--- src/rtl/core/tcgr_pkg.sv ---
package tcgr_pkg;

  localparam int unsigned GlyphLines = 16;
  localparam int unsigned LineW      = 4;
  localparam int unsigned CodeW      = 8;
  localparam int unsigned AddrW      = CodeW + LineW;
  localparam int unsigned PixW       = 16;
  localparam int unsigned CellW      = 6;

  localparam logic [CodeW-1:0] CHR_NUL   = 8'h00;
  localparam logic [CodeW-1:0] CHR_BS    = 8'h08;
  localparam logic [CodeW-1:0] CHR_NL    = 8'h0A;
  localparam logic [CodeW-1:0] CHR_CR    = 8'h0D;
  localparam logic [CodeW-1:0] CHR_SPACE = 8'h20;

  localparam logic REQ_PRINT = 1'b0;
  localparam logic REQ_LOAD  = 1'b1;

  localparam logic KIND_GLYPH  = 1'b0;
  localparam logic KIND_SCROLL = 1'b1;

  localparam logic [LineW-1:0] LINE_LAST = 4'hF;

  // glyph store access from the sequencer
  typedef struct packed {
    logic             we;
    logic [AddrW-1:0] waddr;
    logic [PixW-1:0]  wdata;
    logic [AddrW-1:0] raddr;
  } mem_req_t;

  // result fields, known in the cycle before the glyph read data
  typedef struct packed {
    logic             valid;
    logic             kind;
    logic [CellW-1:0] column;
    logic [CellW-1:0] text_row;
    logic [LineW-1:0] pixel_line;
    logic             last;
  } res_t;

endpackage

--- src/rtl/core/tcgr_seq.sv ---
module tcgr_seq
  import tcgr_pkg::*;
#(
  parameter int unsigned COLUMNS = 64,
  parameter int unsigned ROWS    = 48
) (
  input  logic             clk_i,
  input  logic             rst_ni,
  input  logic             accept_i,
  input  logic             req_type_i,
  input  logic [CodeW-1:0] char_code_i,
  input  logic [LineW-1:0] glyph_line_i,
  input  logic [PixW-1:0]  row_bits_i,
  output logic             busy_o,
  output mem_req_t         mem_req_o,
  output res_t             res_o
);

  localparam logic [CellW-1:0] ColLast = CellW'(COLUMNS - 1);
  localparam logic [CellW-1:0] RowLast = CellW'(ROWS - 1);

  typedef enum logic [1:0] {
    ST_CLEAR,
    ST_IDLE,
    ST_DRAW,
    ST_SCROLL
  } state_e;

  state_e           state_q, state_d;
  logic [CellW-1:0] col_q, col_d;
  logic [CellW-1:0] row_q, row_d;
  logic [CodeW-1:0] code_q, code_d;
  logic [LineW-1:0] line_q, line_d;
  logic             bs_q, bs_d;
  logic [AddrW-1:0] clr_q, clr_d;

  logic             wrap;
  logic             scr;
  logic [CellW-1:0] col_n;

  assign wrap = (col_q == ColLast);
  assign scr  = wrap && (row_q == RowLast);

  always_comb begin
    state_d   = state_q;
    col_d     = col_q;
    row_d     = row_q;
    code_d    = code_q;
    line_d    = line_q;
    bs_d      = bs_q;
    clr_d     = clr_q;
    mem_req_o = '0;
    res_o     = '0;
    col_n     = wrap ? '0 : col_q + CellW'(1);

    case (state_q)
      ST_CLEAR: begin
        mem_req_o.we    = 1'b1;
        mem_req_o.waddr = clr_q;
        clr_d           = clr_q + AddrW'(1);
        if (clr_q == '1) begin
          state_d = ST_IDLE;
        end
      end
      ST_IDLE: begin
        if (accept_i) begin
          if (req_type_i == REQ_LOAD) begin
            mem_req_o.we    = 1'b1;
            mem_req_o.waddr = {char_code_i, glyph_line_i};
            mem_req_o.wdata = row_bits_i;
          end else begin
            case (char_code_i)
              CHR_NL: begin
                col_d = '0;
                if (row_q == RowLast) begin
                  state_d = ST_SCROLL;
                end else begin
                  row_d = row_q + CellW'(1);
                end
              end
              CHR_CR: begin
                col_d = '0;
              end
              CHR_BS: begin
                col_d   = (col_q != '0) ? col_q - CellW'(1) : '0;
                code_d  = CHR_SPACE;
                bs_d    = 1'b1;
                line_d  = '0;
                state_d = ST_DRAW;
              end
              CHR_NUL: begin
              end
              default: begin
                code_d  = char_code_i;
                bs_d    = 1'b0;
                line_d  = '0;
                state_d = ST_DRAW;
              end
            endcase
          end
        end
      end
      ST_DRAW: begin
        mem_req_o.raddr  = {code_q, line_q};
        res_o.valid      = 1'b1;
        res_o.kind       = KIND_GLYPH;
        res_o.column     = col_q;
        res_o.text_row   = row_q;
        res_o.pixel_line = line_q;
        res_o.last       = (line_q == LINE_LAST) && !scr;
        line_d           = line_q + LineW'(1);
        if (line_q == LINE_LAST) begin
          // advance, wrap; backspace steps back again after the blank
          if (wrap && !scr) begin
            row_d = row_q + CellW'(1);
          end
          col_d   = bs_q ? ((col_n != '0) ? col_n - CellW'(1) : '0) : col_n;
          state_d = scr ? ST_SCROLL : ST_IDLE;
        end
      end
      ST_SCROLL: begin
        res_o.valid = 1'b1;
        res_o.kind  = KIND_SCROLL;
        res_o.last  = 1'b1;
        state_d     = ST_IDLE;
      end
      default: begin
        state_d = ST_IDLE;
      end
    endcase
  end

  always_ff @(posedge clk_i or negedge rst_ni) begin
    if (!rst_ni) begin
      state_q <= ST_CLEAR;
      col_q   <= '0;
      row_q   <= '0;
      code_q  <= '0;
      line_q  <= '0;
      bs_q    <= 1'b0;
      clr_q   <= '0;
    end else begin
      state_q <= state_d;
      col_q   <= col_d;
      row_q   <= row_d;
      code_q  <= code_d;
      line_q  <= line_d;
      bs_q    <= bs_d;
      clr_q   <= clr_d;
    end
  end

  assign busy_o = (state_q != ST_IDLE);

endmodule

--- config.mk ---
export PLATFORM = sky130hd
export DESIGN_NAME = tcgr_seq
export DESIGN_NICKNAME = d
export VERILOG_FILES = /design/src/rtl/core/tcgr_pkg.sv /design/src/rtl/core/tcgr_seq.sv
export SDC_FILE = /design/constraint.sdc
export NUM_CORES = 1
export LEC_CHECK = 0
export BUFFER_PORTS_ARGS = -buffer_cell sky130_fd_sc_hd__buf_2
export CAP_MARGIN = 20
export CORE_MARGIN = 2
export CORE_UTILIZATION = 40
export DETAILED_ROUTE_END_ITERATION = 8
export PLACE_DENSITY = 0.65
export SYNTH_ARGS = -nofsm -noshare
export SYNTH_HDL_FRONTEND = slang
export SYNTH_SLANG_ARGS = --single-unit
export TNS_END_PERCENT = 10
--- constraint.sdc ---
create_clock -name clk_i -period 2.9 [get_ports clk_i]
set_input_delay 0.58 -clock clk_i [delete_from_list [all_inputs] [get_ports clk_i]]
set_output_delay 0.58 -clock clk_i [all_outputs]
set_load 0.03 [all_outputs]
==> metrics <==
status complete, no violations; r2r endpoint col_q[1]; Sink Count 39; max-cap violations 0; Filler Cell Count 708; top_reg_cell synth dfrtp_1; largest net degree at the start of global routing 40; Setup Buffers After CTS 0; post-synthesis sequential area ratio 33.4%; Synth Cell Area 2930 µm²; Hold Fails Final Rpt 0; Clock Tree Buf Depth 2; Top Ports 93; commonest cells after routing, fill and taps aside buf_2 (92), dfrtp_1 (39), and2_1 (36); Vias 2803; Post-CTS Resized 0; met3 Usage GRT 3.97%; initial antenna violation count 0; RSZ-0062 raised after global routing false; Post-DP HPWL 5.78 mm; Critical Path RT 2.32 ns; first-pass GRT wire length 12.2 mm; total track usage 19.5%; skew final 0.00478 ns; asr flop ratio synth 100%; die height 89.5 µm; Crit path max-delay family flip-flops; setup_tns 0 ns; CTS H-tree lvls 2; Clk pwr share 17.5%; Peak supply drop 0.384 mV; Synth cell types 57; syn nets 381; Slew Limit Fails 0; grt peak-use layer met2; Final WS setup 0.255 ns; Crit Path Category flip-flop to output pin; setup violators final 0; top cell type's share of synthesized area 33.4%; sw frac 44.1%; Routed wire per std cell 14.5 µm; Diodes inserted 0; worst-path fanout max 12; DP Cell Count 516; Clk Tree Root Cell clkbuf_8; Non-Filler Instances 523; initial DRC count 153; combinational power share 49.9%; Tmin final 2.65 ns; Max transition margin 39.3%; most common cell after layout, fill and taps aside buf_2; Hold Buf Count CTS 0; Syn Inst Count 338; die width 89.5 µm; CP Capture Type output pin; Power Density 725 nW/µm²; total power 2.60 mW; routability cong. 0.919; Yosys top cell by area dfrtp_1; Buffers on Ports 92; Die ar. 8010 µm²; Starting Density 40.8%; Clock Latency Late Sink 0.29 ns; register bit total from synthesis 39; vias per inst 5.36; Pint 1.46 mW; CTS buffer count 5; crit path buf inv count 1; sw power 1.15 mW; synth-to-layout area growth 22.6%; Setup crit start col_q[1]; met2 Use GR 31.3%; final period utilization 91.2%; Hold WC Path Type primary input to asynchronous set/reset pin; layout cell share with drive strength beyond 1 30.7%; slowest stage cell, crit path dfrtp_1; Routed Antenna Nets 0; hold_ws 0.413 ns; CTS tree yes; DRT Pass-1 Iters 4; FF-to-FF Start col_q[1]; FP Rows 31; number of enable flip-flop cells after synthesis 0; met1 usage 27.0%; area of the multi-input gates 1770 µm²; Yosys warnings 0; pre-CTS setup slack 0.305 ns; final wirelength 7.58 mm; achievable frequency 0.378 GHz; final net count 467; Placeable Area 7180 µm²; Final Util 50.0%; FF-to-FF path depth 7; GR Overflow Total 0; Placed Area 3480 µm²; CP Cell Sequence ha_1, nand4_1, nor2_1, nand2_1, a41o_1, buf_2; CP Launch Type flip-flop; leakage power 1.79 nW; detailed-route DRC error count 0; Synth area leaders dfrtp_1 (33%), and2_1 (7.7%), ha_1 (4.7%); Avg Cell Area, Syn 8.65 µm²; share of power burned in registers 32.6%; Worst Max-Slew Pin Slew 0.910 ns; vias in the first global route 2541; CP arrival 2.07 ns; Largest stage delay, worst path 0.61 ns; R2R Setup Slk 0.50 ns; Register Area 976 µm²; Post-Layout Inst Area 3590 µm²; clk slew on worst S/H paths 0.08 ns
## sequential cells by signal, indices dropped and copies added (netlist names)
name	cells
clr_q	12
code_q	8
col_q	6
row_q	6
line_q	4
state_q	2
bs_q	1
## power by group through the flow
stage | Sequential (mW) | Clock, mW | Combinational (mW)
global route | 0.874 | 0.488 | 1.45
detailed placement | 0.859 | 0 | 1.30
CTS | 0.848 | 0.465 | 1.31
finish | 0.849 | 0.456 | 1.30
global placement | 0.851 | 0 | 1.28
floorplan | 0.808 | 0 | 0.980
## worst register-to-register path: cells and delay by family (launching register included)
kind,cells,cell delay (ns)
flip-flops,1,0.54
AO/OA/AOI/OAI,4,0.95
AND/OR/NAND/NOR,1,0.34
adder cells (fa/ha/maj),1,0.28
buffers and inverters,1,0.17
## cell usage after synthesis, types with 5 or more instances
library cell and n:
xor2_1 6, nand3_1 11, nor3_1 7, a22o_1 11, dfrtp_1 39, a21oi_1 9, inv_1 15, nand2_1 25
mux2_2 9, and2_1 36, o21ai_0 12, ha_1 11, clkbuf_1 18, nand4_1 14, o211ai_1 5, xnor2_1 14
and3_1 5, nor2_1 22, mux2i_1 6
## layout make-up
type	count	share of cell area (%)
timing repair buffer	104	15.3
tap	99	3.45
inverter	17	1.78
clock inverter	2	1.05
multi-input combinational	257	49.2
sequential	39	27.2
clock buffer	5	1.92
## worst max path at each step
stage	to	depth (start not counted)
2_1_floorplan	res_o[0]	6
3_3_place_gp	col_q[5]	5
3_5_place_dp	code_q[1]	5
4_1_cts	mem_req_o[7]	5
5_1_grt	res_o[0]	6
6_report	res_o[0]	6
## routing by layer
metal  vias to the layer above  share of wire (%)  wire length (µm)
met1                      1308                 44              3330
li1                       1374                  -                 -
met2                       116                 48              3640
met4                         0               0.86                65
met5                         -                  0                 0
met3                         5                7.2               546
## cell families (layout without fill, tap and decap cells)
kind of cell / count (synthesis) / after routing / share of synthesized area [%]
buffers and inverters: 42 / 128 / 6.24
AND/OR/NAND/NOR: 146 / 146 / 27.5
adder cells (fa/ha/maj): 11 / 11 / 4.70
AO/OA/AOI/OAI: 65 / 65 / 16.6
flip-flops: 39 / 39 / 33.4
XOR/XNOR: 20 / 20 / 5.99
multiplexers: 15 / 15 / 5.52
(Power assumes the default switching activity.)
